**config.mk**
```make
export PLATFORM = sky130hd
export DESIGN_NAME = straight_segment_drive_controller
export DESIGN_NICKNAME = d
export VERILOG_FILES = /design/src/hw/rtl/ssdc_pkg.sv /design/src/hw/rtl/straight_segment_drive_controller.sv /design/src/hw/rtl/ssdc_square.sv /design/src/hw/rtl/ssdc_sqrt.sv /design/src/hw/rtl/ssdc_wrap.sv
export VERILOG_INCLUDE_DIRS = /design/src /design/src/hw/rtl
export SDC_FILE = /design/constraint.sdc
export NUM_CORES = 1
export LEC_CHECK = 0
export BUFFER_PORTS_ARGS = -buffer_cell sky130_fd_sc_hd__buf_2
export CAP_MARGIN = 20
export CORE_UTILIZATION = 55
export CTS_CLUSTER_SIZE = 12
export DETAILED_ROUTE_END_ITERATION = 8
export PLACE_DENSITY = 0.72
export SYNTH_ARGS = -nofsm -noshare
export SYNTH_HDL_FRONTEND = slang
export SYNTH_HIERARCHICAL = 1
export SYNTH_SLANG_ARGS = --single-unit
```
**constraint.sdc**
```tcl
create_clock -name i_clk -period 7.9 [get_ports i_clk]
set_input_delay 0.79 -clock i_clk [delete_from_list [all_inputs] [get_ports i_clk]]
set_output_delay 0.79 -clock i_clk [all_outputs]
set_load 0.01 [all_outputs]
```
**src/hw/rtl/straight_segment_drive_controller_assert.svh**
```systemverilog
// ----------------------------------------------------------------------------
// Assertion macros for the straight segment drive controller
// Shared clocking and reset handling for concurrent checks.
// ----------------------------------------------------------------------------
`ifndef STRAIGHT_SEGMENT_DRIVE_CONTROLLER_ASSERT_SVH
`define STRAIGHT_SEGMENT_DRIVE_CONTROLLER_ASSERT_SVH

// Same-cycle implication, checked out of reset
`define SSDC_ASSERT_NOW(label, ante, cons, msg) \
    label: assert property (@(posedge i_clk) disable iff (!i_rst_n) (ante) |-> (cons)) \
        else $error(msg);

// Next-cycle implication, checked out of reset
`define SSDC_ASSERT_NEXT(label, ante, cons, msg) \
    label: assert property (@(posedge i_clk) disable iff (!i_rst_n) (ante) |=> (cons)) \
        else $error(msg);

`endif

```
**src/hw/rtl/ssdc_pkg.sv**
```systemverilog
// ----------------------------------------------------------------------------
// ssdc_pkg
// Types and constants shared by the straight segment drive controller.
// ----------------------------------------------------------------------------
package ssdc_pkg;

    localparam int HEAD_WIDTH     = 13;
    localparam int CFG_IDX_WIDTH  = 3;
    localparam int CFG_DATA_WIDTH = 16;
    localparam int TARGET_WIDTH   = 16;
    localparam int GAIN_WIDTH     = 15;
    localparam int OUT_WIDTH      = 16;
    // heading error working width: holds any 14-bit difference and +/- 2*pi
    localparam int HERR_WIDTH     = 18;
    // squared distance saturates at this many bits
    localparam int SUM_LIMIT_BITS = 64;

    localparam int OUT_POS_LIMIT  = 32767;
    localparam int OUT_NEG_LIMIT  = 32768;

    // pi with 30 fraction bits, rounded to nearest in the working format at elaboration
    localparam longint unsigned PI_Q30 = 64'd3373259426;

    localparam logic signed [OUT_WIDTH-1:0] OUT_MAX = 16'sh7FFF;
    localparam logic signed [OUT_WIDTH-1:0] OUT_MIN = 16'sh8000;

    localparam logic [0:0] CMD_START  = 1'b0;
    localparam logic [0:0] CMD_SAMPLE = 1'b1;

    localparam logic signed [TARGET_WIDTH-1:0] RST_TARGET_DISTANCE = 16'sd2560;
    localparam logic [GAIN_WIDTH-1:0] RST_CRUISE_SPEED    = 15'd1536;
    localparam logic [GAIN_WIDTH-1:0] RST_SLOWDOWN_RADIUS = 15'd512;
    localparam logic [GAIN_WIDTH-1:0] RST_MIN_SPEED       = 15'd154;
    localparam logic [GAIN_WIDTH-1:0] RST_STOP_TOLERANCE  = 15'd20;

    typedef enum logic [CFG_IDX_WIDTH-1:0] {
        CFG_TARGET_DISTANCE = 3'd0,
        CFG_CRUISE_SPEED    = 3'd1,
        CFG_SLOWDOWN_RADIUS = 3'd2,
        CFG_MIN_SPEED       = 3'd3,
        CFG_STOP_TOLERANCE  = 3'd4
    } t_cfg_idx;

    typedef enum logic [1:0] {
        ST_IDLE,
        ST_SQUARE,
        ST_ROOT,
        ST_FINISH
    } t_state;

endpackage

```
**src/hw/rtl/straight_segment_drive_controller.sv**
```systemverilog
// ----------------------------------------------------------------------------
// straight_segment_drive_controller
// Proportional approach controller with heading hold for a straight segment.
// ----------------------------------------------------------------------------
// Pose items arrive on the s_axis channel: tuser is the command (0 starts a
// segment at this pose, 1 is an ordinary sample), tdata carries x, y and
// heading. Every item gives exactly one result on m_axis: linear and angular
// commands in tdata, the done flag in tuser.
// The user must write settings through the cfg port only while no item is
// in flight; the block itself does not enforce it. One item is in work at a
// time, so the next transfer can be taken once the result is registered. The
// squarers (two bits per cycle) and the square root (two root bits per cycle)
// set how long an item takes; at small FRAC_BITS the heading wrap, one turn
// per cycle, can take longer. A sample with no segment open skips the
// arithmetic and answers with a done result of zero commands.
// Reset loads the default settings and closes any segment; no result is
// pending. A result waits in the output register while the receiver stalls;
// the block still takes the next item, which then waits in the finish state.
// ----------------------------------------------------------------------------
`include "straight_segment_drive_controller_assert.svh"

module straight_segment_drive_controller #(
    parameter int FRAC_BITS  = 10,
    parameter int POSE_WIDTH = 16
) (
    input  logic                                     i_clk,
    input  logic                                     i_rst_n,
    input  logic                                     i_cfg_wr_en,
    input  logic [ssdc_pkg::CFG_IDX_WIDTH-1:0]       i_cfg_idx,
    input  logic [ssdc_pkg::CFG_DATA_WIDTH-1:0]      i_cfg_wdata,
    input  logic                                     s_axis_tvalid,
    output logic                                     s_axis_tready,
    // pose_x, pose_y, pose_heading, zero pad to whole bytes
    input  logic [((2*POSE_WIDTH+ssdc_pkg::HEAD_WIDTH+7)/8)*8-1:0] s_axis_tdata,
    // cmd
    input  logic                                     s_axis_tuser,
    output logic                                     m_axis_tvalid,
    input  logic                                     m_axis_tready,
    // linear_cmd, angular_cmd
    output logic [2*ssdc_pkg::OUT_WIDTH-1:0]         m_axis_tdata,
    // done_res
    output logic                                     m_axis_tuser
);

    import ssdc_pkg::*;

    localparam int W      = POSE_WIDTH;
    localparam int QW     = W + 1;
    localparam int ROOT_W = QW + (QW % 2);
    localparam int RAD_W  = 2 * ROOT_W;
    localparam int SUM_W  = 2 * W + 1;
    localparam int REMW   = ((QW > TARGET_WIDTH + 1) ? QW : TARGET_WIDTH + 1) + 1;
    localparam int MAG_W  = REMW + 1;

    // configuration
    logic signed [TARGET_WIDTH-1:0] r_target;
    logic [GAIN_WIDTH-1:0]          r_cruise;
    logic [GAIN_WIDTH-1:0]          r_slow;
    logic [GAIN_WIDTH-1:0]          r_min_speed;
    logic [GAIN_WIDTH-1:0]          r_stop_tol;

    // segment state
    logic signed [W-1:0]            r_start_x, n_start_x;
    logic signed [W-1:0]            r_start_y, n_start_y;
    logic signed [HEAD_WIDTH-1:0]   r_start_h, n_start_h;
    logic                           r_active, n_active;
    logic                           r_skip, n_skip;
    t_state                         r_state, n_state;
    logic signed [REMW-1:0]         r_rem, n_rem;

    // output register
    logic                           r_m_valid, n_m_valid;
    logic [2*OUT_WIDTH-1:0]         r_m_data, n_m_data;
    logic                           r_m_done, n_m_done;

    // input fields
    logic signed [W-1:0]            w_px, w_py;
    logic signed [HEAD_WIDTH-1:0]   w_ph;
    logic                           w_accept, w_cmd_start;
    logic signed [W:0]              w_dx, w_dy;
    logic [W-1:0]                   w_ax, w_ay;
    logic signed [HEAD_WIDTH:0]     w_dh;

    // unit handshakes
    logic                           w_sq_start, w_rt_start, w_wr_start;
    logic                           w_sqx_busy, w_sqy_busy, w_rt_busy, w_wr_busy;
    logic [2*W-1:0]                 w_sqx, w_sqy;
    logic [SUM_W-1:0]               w_sum, w_sum_clip;
    logic [ROOT_W-1:0]              w_root;
    logic signed [HERR_WIDTH-1:0]   w_err;

    // finishing arithmetic
    logic [TARGET_WIDTH:0]          w_tgt_abs;
    logic                           w_reached, w_near;
    logic [MAG_W-1:0]               w_twice, w_min_m, w_mag;
    logic signed [OUT_WIDTH-1:0]    w_lin, w_ang;
    logic signed [HERR_WIDTH:0]     w_err2;
    logic                           w_out_free;

    assign w_px        = s_axis_tdata[W-1:0];
    assign w_py        = s_axis_tdata[2*W-1:W];
    assign w_ph        = s_axis_tdata[2*W+HEAD_WIDTH-1:2*W];
    assign w_accept    = s_axis_tvalid && s_axis_tready;
    assign w_cmd_start = (s_axis_tuser == CMD_START);

    // a start measures from its own pose, so every difference is zero
    assign w_dx = w_cmd_start ? '0 : ((W+1)'(w_px) - (W+1)'(r_start_x));
    assign w_dy = w_cmd_start ? '0 : ((W+1)'(w_py) - (W+1)'(r_start_y));
    assign w_dh = w_cmd_start ? '0 : ((HEAD_WIDTH+1)'(r_start_h) - (HEAD_WIDTH+1)'(w_ph));
    assign w_ax = w_dx[W] ? W'(-w_dx) : W'(w_dx);
    assign w_ay = w_dy[W] ? W'(-w_dy) : W'(w_dy);

    ssdc_square #(.VALUE_WIDTH(W)) u_square_x (
        .i_clk    (i_clk),
        .i_rst_n  (i_rst_n),
        .i_start  (w_sq_start),
        .i_value  (w_ax),
        .o_square (w_sqx),
        .o_busy   (w_sqx_busy)
    );

    ssdc_square #(.VALUE_WIDTH(W)) u_square_y (
        .i_clk    (i_clk),
        .i_rst_n  (i_rst_n),
        .i_start  (w_sq_start),
        .i_value  (w_ay),
        .o_square (w_sqy),
        .o_busy   (w_sqy_busy)
    );

    assign w_sum = SUM_W'(w_sqx) + SUM_W'(w_sqy);

    generate
        if (SUM_W > SUM_LIMIT_BITS) begin : g_sum_sat
            assign w_sum_clip = (|w_sum[SUM_W-1:SUM_LIMIT_BITS]) ?
                                SUM_W'({SUM_LIMIT_BITS{1'b1}}) : w_sum;
        end else begin : g_sum_plain
            assign w_sum_clip = w_sum;
        end
    endgenerate

    ssdc_sqrt #(.ROOT_WIDTH(ROOT_W)) u_sqrt (
        .i_clk      (i_clk),
        .i_rst_n    (i_rst_n),
        .i_start    (w_rt_start),
        .i_radicand (RAD_W'(w_sum_clip)),
        .o_root     (w_root),
        .o_busy     (w_rt_busy)
    );

    ssdc_wrap #(.FRAC_BITS(FRAC_BITS)) u_wrap (
        .i_clk   (i_clk),
        .i_rst_n (i_rst_n),
        .i_start (w_wr_start),
        .i_diff  (w_dh),
        .o_err   (w_err),
        .o_busy  (w_wr_busy)
    );

    assign w_tgt_abs = r_target[TARGET_WIDTH-1] ?
                       ((TARGET_WIDTH+1)'(0) - (TARGET_WIDTH+1)'(r_target)) :
                       (TARGET_WIDTH+1)'(r_target);

    // speed magnitude: cruise, or twice the remaining distance held above the floor
    assign w_reached = (r_rem <= $signed(REMW'(r_stop_tol)));
    assign w_near    = (r_rem <  $signed(REMW'(r_slow)));
    assign w_twice   = {r_rem, 1'b0};
    assign w_min_m   = MAG_W'(r_min_speed);

    always_comb begin
        if (w_near) begin
            w_mag = (w_twice < w_min_m) ? w_min_m : w_twice;
        end else begin
            w_mag = MAG_W'(r_cruise);
        end
        if (r_target[TARGET_WIDTH-1]) begin
            w_lin = (w_mag > MAG_W'(OUT_NEG_LIMIT)) ? OUT_MIN :
                    OUT_WIDTH'(MAG_W'(0) - w_mag);
        end else begin
            w_lin = (w_mag > MAG_W'(OUT_POS_LIMIT)) ? OUT_MAX : OUT_WIDTH'(w_mag);
        end
    end

    assign w_err2 = $signed({w_err, 1'b0});
    assign w_ang  = (w_err2 > OUT_MAX) ? OUT_MAX :
                    (w_err2 < OUT_MIN) ? OUT_MIN : OUT_WIDTH'(w_err2);

    assign w_out_free = !r_m_valid || m_axis_tready;

    // sequencer
    always_comb begin
        n_state    = r_state;
        n_start_x  = r_start_x;
        n_start_y  = r_start_y;
        n_start_h  = r_start_h;
        n_active   = r_active;
        n_skip     = r_skip;
        n_rem      = r_rem;
        n_m_valid  = r_m_valid;
        n_m_data   = r_m_data;
        n_m_done   = r_m_done;
        w_sq_start = 1'b0;
        w_rt_start = 1'b0;
        w_wr_start = 1'b0;
        s_axis_tready = (r_state == ST_IDLE);

        if (r_m_valid && m_axis_tready) begin
            n_m_valid = 1'b0;
        end

        unique case (r_state)
            ST_IDLE: begin
                if (w_accept) begin
                    if (w_cmd_start) begin
                        n_start_x = w_px;
                        n_start_y = w_py;
                        n_start_h = w_ph;
                        n_active  = 1'b1;
                    end
                    if ((s_axis_tuser == CMD_SAMPLE) && !r_active) begin
                        n_skip  = 1'b1;
                        n_state = ST_FINISH;
                    end else begin
                        n_skip     = 1'b0;
                        w_sq_start = 1'b1;
                        w_wr_start = 1'b1;
                        n_state    = ST_SQUARE;
                    end
                end
            end
            ST_SQUARE: begin
                if (!w_sqx_busy && !w_sqy_busy) begin
                    w_rt_start = 1'b1;
                    n_state    = ST_ROOT;
                end
            end
            ST_ROOT: begin
                if (!w_rt_busy) begin
                    n_rem   = $signed(REMW'(w_tgt_abs)) - $signed(REMW'(w_root[QW-1:0]));
                    n_state = ST_FINISH;
                end
            end
            ST_FINISH: begin
                if ((r_skip || !w_wr_busy) && w_out_free) begin
                    n_m_valid = 1'b1;
                    n_state   = ST_IDLE;
                    if (r_skip || w_reached) begin
                        n_m_data = '0;
                        n_m_done = 1'b1;
                    end else begin
                        n_m_data = {w_ang, w_lin};
                        n_m_done = 1'b0;
                    end
                    // close the segment once inside tolerance
                    if (!r_skip && w_reached) begin
                        n_active = 1'b0;
                    end
                end
            end
        endcase
    end

    always_ff @(posedge i_clk) begin
        if (!i_rst_n) begin
            r_state     <= ST_IDLE;
            r_active    <= 1'b0;
            r_skip      <= 1'b0;
            r_m_valid   <= 1'b0;
            r_start_x   <= '0;
            r_start_y   <= '0;
            r_start_h   <= '0;
            r_target    <= RST_TARGET_DISTANCE;
            r_cruise    <= RST_CRUISE_SPEED;
            r_slow      <= RST_SLOWDOWN_RADIUS;
            r_min_speed <= RST_MIN_SPEED;
            r_stop_tol  <= RST_STOP_TOLERANCE;
        end else begin
            r_state   <= n_state;
            r_active  <= n_active;
            r_skip    <= n_skip;
            r_m_valid <= n_m_valid;
            r_start_x <= n_start_x;
            r_start_y <= n_start_y;
            r_start_h <= n_start_h;
            if (i_cfg_wr_en) begin
                unique case (t_cfg_idx'(i_cfg_idx))
                    CFG_TARGET_DISTANCE: r_target    <= i_cfg_wdata;
                    CFG_CRUISE_SPEED:    r_cruise    <= i_cfg_wdata[GAIN_WIDTH-1:0];
                    CFG_SLOWDOWN_RADIUS: r_slow      <= i_cfg_wdata[GAIN_WIDTH-1:0];
                    CFG_MIN_SPEED:       r_min_speed <= i_cfg_wdata[GAIN_WIDTH-1:0];
                    CFG_STOP_TOLERANCE:  r_stop_tol  <= i_cfg_wdata[GAIN_WIDTH-1:0];
                    default: ;
                endcase
            end
        end
    end

    always_ff @(posedge i_clk) begin
        r_rem    <= n_rem;
        r_m_data <= n_m_data;
        r_m_done <= n_m_done;
    end

    assign m_axis_tvalid = r_m_valid;
    assign m_axis_tdata  = r_m_data;
    assign m_axis_tuser  = r_m_done;

    `SSDC_ASSERT_NOW(a_done_is_zero, m_axis_tvalid && m_axis_tuser, m_axis_tdata == '0, "done result carries nonzero commands")
    `SSDC_ASSERT_NEXT(a_start_opens, w_accept && w_cmd_start, r_active, "start transfer did not open a segment")
    `SSDC_ASSERT_NEXT(a_no_overwrite, (r_state == ST_FINISH) && r_m_valid && !m_axis_tready, (r_state == ST_FINISH) && r_m_valid, "pending result overwritten")
    `SSDC_ASSERT_NOW(a_units_idle, r_state == ST_IDLE, !w_sqx_busy && !w_sqy_busy && !w_rt_busy, "arithmetic unit busy while idle")

endmodule

```
**src/hw/rtl/ssdc_square.sv**
```systemverilog
// ----------------------------------------------------------------------------
// ssdc_square
// Radix-4 shift-add squarer: two multiplier bits per cycle, MSB first.
// ----------------------------------------------------------------------------
module ssdc_square #(
    parameter int VALUE_WIDTH = 16
) (
    input  logic                       i_clk,
    input  logic                       i_rst_n,
    input  logic                       i_start,
    input  logic [VALUE_WIDTH-1:0]     i_value,
    output logic [2*VALUE_WIDTH-1:0]   o_square,
    output logic                       o_busy
);

    localparam int MW    = VALUE_WIDTH + (VALUE_WIDTH % 2);
    localparam int STEPS = MW / 2;
    localparam int CNT_W = (STEPS > 1) ? $clog2(STEPS) : 1;
    localparam int ACC_W = 2 * VALUE_WIDTH;

    logic [VALUE_WIDTH-1:0] r_a;
    logic [VALUE_WIDTH+1:0] r_a3;
    logic [MW-1:0]          r_b;
    logic [ACC_W-1:0]       r_acc;
    logic [CNT_W-1:0]       r_cnt;
    logic                   r_busy;
    logic [ACC_W-1:0]       w_mult;
    logic [1:0]             w_digit;

    assign w_digit = r_b[MW-1 -: 2];

    always_comb begin
        unique case (w_digit)
            2'd0: w_mult = '0;
            2'd1: w_mult = ACC_W'(r_a);
            2'd2: w_mult = ACC_W'({r_a, 1'b0});
            2'd3: w_mult = ACC_W'(r_a3);
        endcase
    end

    always_ff @(posedge i_clk) begin
        if (!i_rst_n) begin
            r_busy <= 1'b0;
            r_cnt  <= '0;
        end else if (i_start) begin
            r_busy <= 1'b1;
            r_cnt  <= '0;
        end else if (r_busy) begin
            r_cnt <= r_cnt + CNT_W'(1);
            if (r_cnt == CNT_W'(STEPS - 1)) begin
                r_busy <= 1'b0;
            end
        end
    end

    always_ff @(posedge i_clk) begin
        if (i_start) begin
            r_a   <= i_value;
            r_a3  <= (VALUE_WIDTH+2)'(i_value) + (VALUE_WIDTH+2)'({i_value, 1'b0});
            r_b   <= MW'(i_value);
            r_acc <= '0;
        end else if (r_busy) begin
            r_b   <= {r_b[MW-3:0], 2'b00};
            r_acc <= {r_acc[ACC_W-3:0], 2'b00} + w_mult;
        end
    end

    assign o_square = r_acc;
    assign o_busy   = r_busy;

endmodule

```
**src/hw/rtl/ssdc_sqrt.sv**
```systemverilog
// ----------------------------------------------------------------------------
// ssdc_sqrt
// Restoring integer square root, two root bits per cycle, radicand MSB first.
// ----------------------------------------------------------------------------
module ssdc_sqrt #(
    parameter int ROOT_WIDTH = 18
) (
    input  logic                      i_clk,
    input  logic                      i_rst_n,
    input  logic                      i_start,
    input  logic [2*ROOT_WIDTH-1:0]   i_radicand,
    output logic [ROOT_WIDTH-1:0]     o_root,
    output logic                      o_busy
);

    localparam int RAD_W = 2 * ROOT_WIDTH;
    localparam int REM_W = ROOT_WIDTH + 2;
    localparam int STEPS = ROOT_WIDTH / 2;
    localparam int CNT_W = (STEPS > 1) ? $clog2(STEPS) : 1;

    logic [RAD_W-1:0]      r_rad;
    logic [REM_W-1:0]      r_rem;
    logic [ROOT_WIDTH-1:0] r_root;
    logic [CNT_W-1:0]      r_cnt;
    logic                  r_busy;
    logic [REM_W-1:0]      n_rem;
    logic [ROOT_WIDTH-1:0] n_root;

    // two dependent compare-subtract steps per cycle
    always_comb begin
        logic [REM_W-1:0] trial;
        n_rem  = r_rem;
        n_root = r_root;
        for (int k = 0; k < 2; k++) begin
            n_rem = {n_rem[REM_W-3:0], r_rad[RAD_W-1-2*k -: 2]};
            trial = {n_root, 2'b01};
            if (n_rem >= trial) begin
                n_rem  = n_rem - trial;
                n_root = {n_root[ROOT_WIDTH-2:0], 1'b1};
            end else begin
                n_root = {n_root[ROOT_WIDTH-2:0], 1'b0};
            end
        end
    end

    always_ff @(posedge i_clk) begin
        if (!i_rst_n) begin
            r_busy <= 1'b0;
            r_cnt  <= '0;
        end else if (i_start) begin
            r_busy <= 1'b1;
            r_cnt  <= '0;
        end else if (r_busy) begin
            r_cnt <= r_cnt + CNT_W'(1);
            if (r_cnt == CNT_W'(STEPS - 1)) begin
                r_busy <= 1'b0;
            end
        end
    end

    always_ff @(posedge i_clk) begin
        if (i_start) begin
            r_rad  <= i_radicand;
            r_rem  <= '0;
            r_root <= '0;
        end else if (r_busy) begin
            r_rad  <= {r_rad[RAD_W-5:0], 4'b0000};
            r_rem  <= n_rem;
            r_root <= n_root;
        end
    end

    assign o_root = r_root;
    assign o_busy = r_busy;

endmodule

```
**src/hw/rtl/ssdc_wrap.sv**
```systemverilog
// ----------------------------------------------------------------------------
// ssdc_wrap
// Heading error wrap: adds or removes one full turn per cycle until in range.
// ----------------------------------------------------------------------------
module ssdc_wrap #(
    parameter int FRAC_BITS = 10
) (
    input  logic                                   i_clk,
    input  logic                                   i_rst_n,
    input  logic                                   i_start,
    input  logic signed [ssdc_pkg::HEAD_WIDTH:0]   i_diff,
    output logic signed [ssdc_pkg::HERR_WIDTH-1:0] o_err,
    output logic                                   o_busy
);

    import ssdc_pkg::*;

    localparam longint unsigned PI_L = ((PI_Q30 >> (29 - FRAC_BITS)) + 64'd1) >> 1;
    localparam logic signed [HERR_WIDTH-1:0] PI_POS = HERR_WIDTH'(PI_L);
    localparam logic signed [HERR_WIDTH-1:0] PI_NEG = -PI_POS;
    localparam logic signed [HERR_WIDTH-1:0] TWO_PI = HERR_WIDTH'(2 * PI_L);

    logic signed [HERR_WIDTH-1:0] r_err;
    logic signed [HERR_WIDTH-1:0] n_err;
    logic                         w_above;
    logic                         w_below;

    assign w_above = (r_err > PI_POS);
    assign w_below = (r_err < PI_NEG);

    always_comb begin
        n_err = r_err;
        priority if (i_start) begin
            n_err = HERR_WIDTH'(i_diff);
        end else if (w_above) begin
            n_err = r_err - TWO_PI;
        end else if (w_below) begin
            n_err = r_err + TWO_PI;
        end else begin
            n_err = r_err;
        end
    end

    always_ff @(posedge i_clk) begin
        if (!i_rst_n) begin
            r_err <= '0;
        end else begin
            r_err <= n_err;
        end
    end

    assign o_err  = r_err;
    assign o_busy = w_above || w_below;

endmodule
```
# --- Yosys cells after proc, flatten, opt, wreduce, memory -nomap -nowiden ---
# Cells that the tools add are included.
totals:
  reg_bits: 444
  in_bits: 73
  out_inout_bits: 35
  elab_cells: 188
op_classes:
  addsub: 20
  order_cmp: 11
  eq_ne: 22
  muxes: 58
  n_bitwise: 3
  n_reduce_logical: 39
ops:
  columns: ["operator", "n"]
  rows:
  - ["32-bit case mux with 4 select lines", 2]
  - ["16-bit 2-to-1 mux", 10]
  - ["18-bit 2-to-1 mux", 5]
  - ["33-bit 2-to-1 mux", 2]
  - ["32-bit adder", 2]
  - ["17-bit 2-to-1 mux", 3]
  - ["20-bit >= comparator", 2]
  - ["19-bit by 16-bit > comparator with 1-bit output, second input constant", 2]
  - ["19-bit 2-to-1 mux", 2]
  - ["16-bit by 17-bit adder with 18-bit output", 2]
  - ["18-bit subtractor", 2]
  - ["16-bit by 16-bit subtractor with 17-bit output", 2]
  - ["32-bit by 32-bit adder with 33-bit output", 1]
  - ["16-bit negator", 2]
  - ["1-bit 2-to-1 mux", 25]
  - ["19-bit by 15-bit > comparator with 1-bit output, second input constant", 1]
  - ["19-bit by 15-bit less-than comparator with 1-bit output", 1]
  - ["19-bit by 16-bit less-than comparator with 1-bit output, second input constant", 1]
  - ["18-bit by 14-bit adder with 18-bit output, second input constant", 1]
  - ["18-bit by 13-bit > comparator with 1-bit output, second input constant", 1]
  - ["18-bit by 16-bit less-or-equal comparator with 1-bit output", 1]
  - ["18-bit by 13-bit less-than comparator with 1-bit output, second input constant", 1]
  - ["18-bit by 16-bit less-than comparator with 1-bit output", 1]
  - ["17-bit by 17-bit subtractor with 18-bit output", 1]
  - ["other kinds (32)", 80]

# --- Logic depth before layout (Yosys ltp) ---
depth:
  depth_word: 7
  mapped_depth: 24
  depth_no_buf: 23

# --- Cells and area by module ---
# Netlist, hierarchy kept.
by_module_without_submodules:
  columns: ["mod", "n_inst", "cells_per_inst", "area_each_um2", "seq_area_each_um2"]
  rows:
  - ["straight_segment_drive_controller", 1, 1780, 14207.4, 4053.9]
  - ["ssdc_square", 2, 462, 4991.0, 2192.1]
  - ["ssdc_sqrt", 1, 601, 5495.3, 1901.8]
  - ["ssdc_wrap", 1, 206, 1624.1, 360.3]

# --- Least setup slack after synthesis ---
# No wires, ideal clock.
synth_timing:
  kind: "input-to-reg"
  from: "input s_axis_tuser"
  to: "register u_square_x.r_b[15] (data pin)"
  setup_ps: 260
  arrival_time_ps: 5620
  required_time_ps: 7640
  slack_ps: 2020
  path_stages: 8
  n_path_buf: 5
  path_cell_list: "clkbuf_1 -> clkbuf_1 -> clkbuf_1 -> nor2b_1 -> nor2_1 -> clkbuf_1 -> clkbuf_1 -> mux2_2"
synth_via:
  elab_chain_len: 5
  elab_cells_between_ends: 8
  classes_between: "add/sub: 1; mux: 6; reduce/logical: 1"
synth_rtl:
  columns: ["item", "line", "text"]
  rows:
  - ["from (decl)", "straight_segment_drive_controller.sv:36", "input logic s_axis_tuser,"]
  - ["1-bit logical AND", "straight_segment_drive_controller.sv:220", "if ((s_axis_tuser == CMD_SAMPLE) && !r_active) begin"]
  - ["1-bit 2-to-1 mux", "straight_segment_drive_controller.sv:220", null]
  - ["1-bit 2-to-1 mux", "straight_segment_drive_controller.sv:213", "if (w_accept) begin"]
  - ["1-bit 2-to-1 mux", "straight_segment_drive_controller.sv:211", "unique case (r_state)"]
  - ["named net w_sq_start", "straight_segment_drive_controller.sv:85", "logic w_sq_start, w_rt_start, w_wr_start;"]
  - ["16-bit 2-to-1 mux", "ssdc_square.sv:57", "if (i_start) begin"]
  - ["to (signal assigned)", "ssdc_square.sv:60", "r_b <= MW'(i_value);"]
  - ["to (signal assigned)", "ssdc_square.sv:63", "r_b <= {r_b[MW-3:0], 2'b00};"]
  - ["to (decl)", "ssdc_square.sv:23", "logic [MW-1:0] r_b;"]
# The timed path passes the listed nets, and every way through them passes these cells.
# A chain may end at the register's enable or synchronous reset.

# --- Worst setup path after layout ---
layout_timing:
  from: "register u_sqrt.r_root[3] (netlist: u_sqrt/o_root[3])"
  to: "register u_sqrt.r_rem[16]"
layout_via:
  elab_chain_len: 4
  elab_cells_between_ends: 7
  classes_between: "add/sub: 2; order compare: 2; mux: 3"
layout_rtl:
  columns: ["item", "line", "text"]
  rows:
  - ["from (decl)", "ssdc_sqrt.sv:23", "logic [ROOT_WIDTH-1:0] r_root;"]
  - ["from (signal assigned)", "ssdc_sqrt.sv:69", "r_root <= n_root;"]
  - ["18-bit subtractor or 20-bit >= comparator (tied branches)", "ssdc_sqrt.sv:38, ssdc_sqrt.sv:37", null]
  - ["18-bit 2-to-1 mux or 1-bit 2-to-1 mux (tied branches)", "ssdc_sqrt.sv:37", "if (n_rem >= trial) begin"]
  - ["18-bit subtractor or 20-bit >= comparator (tied branches)", "ssdc_sqrt.sv:38, ssdc_sqrt.sv:37", null]
  - ["18-bit 2-to-1 mux *", "ssdc_sqrt.sv:37", null]
  - ["to (signal assigned)", "ssdc_sqrt.sv:68", "r_rem <= n_rem;"]
  - ["to (decl)", "ssdc_sqrt.sv:22", "logic [REM_W-1:0] r_rem;"]
# Every way passes the cells marked *; elsewhere a longest branch is shown, timed or not.

==> results_dict.tcl <==
set metrics [dict create \
    outcome "finished clean" \
    finalHoldViolCount 0 \
    portBuffers 104 \
    seq_area_frac_synth_pct 34.2 \
    final_common_cell "nand2_1" \
    cap_viol_max_count 0 \
    vias 24849 \
    grt.met1_usage_pct 33.3 \
    synth_flop_cell "dfxtp_1" \
    cts_tree "yes" \
    synth_area_leaders "edfxtp_1 (18%), dfxtp_1 (16%), ha_1 (11%)" \
    cts_buffer_depth 3 \
    place_congestion 0.887 \
    met2_usage_pct 41.9 \
    cts_max_level 2 \
    initial_core_util_pct 55.6 \
    clock_latency_ns 0.62 \
    cp_max_fo 19 \
    start_kind "flop" \
    synth_cells 3511 \
    ys_ff_latch 442 \
    gr-usage-met3_pct 3.41 \
    first_pass_iters 5 \
    hold_slack_ns 0.433 \
    post_drt_wl_per_cell_um 16.5 \
    grt_pass1_vias 24159 \
    path_class "reg2reg" \
    die_w_um 241 \
    power.leakage_nw 13.7 \
    dieArea_sq_um 57900 \
    path_delay_family "compound AO/OA/AOI/OAI gates" \
    grt.overflow.total 0 \
    async_flop_share_pct 0 \
    pin_count 108 \
    grt_max_degree 111 \
    cts_buffers 51 \
    syn-cell-area_sq_um 31300 \
    post-dp-hpwl_um 51900 \
    postCtsHoldBufs 0 \
    fin_crit_ns 5.92 \
    crit_required_ns 8.41 \
    core_area_sq_um 56300 \
    dieHeight_um 241 \
    end_kind "flop" \
    yosysTopAreaCellShare_pct 17.7 \
    hold_path_class "in2reg" \
    antenna_found_initial 4 \
    min_period_over_period_pct 75.0 \
    rows 87 \
    numClockSinks 442 \
    grt_pass1_wl_um 119000 \
    synth_edf_count 185 \
    groute.usage.overall_pct 24.9 \
    first_iter_violations 1256 \
    grt_setup_unrepaired "false" \
    cp.arrival_ns 6.43 \
    vias_per_cell 5.73 \
    yosysUniqueCellTypes 110 \
    relSlewSlack_pct 29.1 \
    worst_slew_pin_slew_ns 1.06 \
    setup_viol 0 \
    path_clk_slew_ns 0.06 \
    post_cts_buffers 0 \
    layout_common_cells "nand2_1 (467), ha_1 (272), dfxtp_1 (256), nor2_1 (225), inv_1 (224)" \
    syn_area_per_cell_sq_um 8.92 \
    drt_wl_total_um 71500 \
    drc 0 \
    ant_nets 0 \
    cts_resized 0 \
    ir_drop_uv 373 \
    powerDensity_nw_per_um2 434 \
    drive_above_1_share_pct 10.7 \
    area_growth_pct 8.58 \
    drv_slew 0 \
    ys_warn_count 6 \
    p_total_mw 14.7 \
    busiest_layer "met2" \
    yosys.area.top_type "edfxtp_1" \
    crit_buf_inv 3 \
    tns_ns 0 \
    crit_chain "inv_1 -> ha_1 -> a211oi_1 -> o21ai_0 -> a221o_2 -> o31a_4 -> inv_1 -> buf_4 -> nor2_1 -> a22o_1 -> ha_1 -> a21o_1 -> nor3_1 -> o21ai_0 -> a22oi_1 -> o21a_1 -> nor2_1 -> nand2_1 -> o221ai_1" \
    skew_ns 0.0334 \
    critPathMaxStageDelay_ns 0.82 \
    cp_slowest_cell "nor2_1" \
    cts-root-buf "clkbuf_16" \
    final_nets 3894 \
    max_freq_mhz 169 \
]
## state kept, by name, summed over array words and instances (netlist names), 17 cells and up
register,flops
m_axis_tdata,32
r_rem,18
u_sqrt/o_root,18
u_sqrt/r_rad,36
u_sqrt/r_rem,18
u_square_x/o_square,32
u_square_x/r_a3,17
u_square_y/o_square,32
u_square_y/r_a3,17
u_wrap/o_err,18
## kinds of logic after synthesis
| group | Yosys count | synth area share (%) |
|---|---|---|
| simple gates | 1083 | 16.1 |
| compound gates | 932 | 20.9 |
| flops | 442 | 34.2 |
| buf+inv | 373 | 4.82 |
| fa+ha+maj | 282 | 11.5 |
| xor+xnor | 224 | 6.27 |
| mux | 174 | 6.18 |
| other cells | 1 | 0.0120 |
## cell type report
class / count / area, sq um
fill: 4959 / 22300
multi-input combinational: 2699 / 19100
sequential: 442 / 10700
clock buffer: 72 / 1450
tap: 756 / 946
inverter: 225 / 845
timing repair buffer: 120 / 656
clock inverter: 24 / 250
antenna: 1 / 2.50
## routing by layer
layer | vias to the layer above | wire length, um
li1 | 12652 | -
met1 | 11722 | 34300
met2 | 356 | 33000
met3 | 113 | 2490
met4 | 6 | 1690
met5 | - | 41
## cell usage after synthesis, drive strengths merged (10+ instances only)
library cell and n:
a2111oi 15, a211o 11, a211oi 47, a21boi 118, a21o 97, a21oi 221, a22o 28, a311oi 16
a31o 10, a31oi 33, and2 40, and3 29, and4 13, buf 44, clkbuf 104, dfxtp 257
edfxtp 185, fa 10, ha 272, inv 225, mux2 106, mux2i 68, nand2 470, nand2b 40
nand3 60, nand4 27, nor2 228, nor2b 36, nor3 55, nor3b 14, o211ai 25, o21a 34
o21ai 143, o21bai 19, o22ai 10, o31ai 27, o41ai 11, or2 21, or3 21, xnor2 167
xor2 57
## metrics by stage
step                      cell area [sq um]  worst slack (ns)  utilization, %  instances
after floorplan                       31300              2.02               -       3514
after global placement                32300              2.12            57.4       4240
after detailed placement              32300              2.10            57.4       4241
after CTS                             34000              2.09            60.4       4337
after global routing                  34000              1.59            60.4       4339
final                                 34000              1.98            60.4       4339
## path summary, 6_finish.rpt
path / start / end / slack, ns / cells after the start
min reg2reg: r_start_x[7]$_SDFFE_PN0P_ / r_start_x[7]$_SDFFE_PN0P_ / 0.46 / 2
max reg2reg: u_sqrt/o_root[3]$_SDFFE_PP0P_ / u_sqrt/r_rem[16]$_SDFFE_PP0P_ / 1.98 / 19
max: u_sqrt/o_root[3]$_SDFFE_PP0P_ / u_sqrt/r_rem[16]$_SDFFE_PP0P_ / 1.98 / 19
min: s_axis_tdata[36] / r_start_h[4]$_SDFFE_PN0P_ / 0.43 / 3
## tightest hold or removal path: stages
cell	delay (ns)
buf_2	0.10
nand2_1	0.04
a21boi_0	0.06
## where the power goes
group | internal (mW) | switching (mW)
combinational | 3.58 | 5.02
sequential | 3.21 | 0.516
clock | 1.44 | 0.979
No activity file was read; power rests on OpenSTA's default activity.
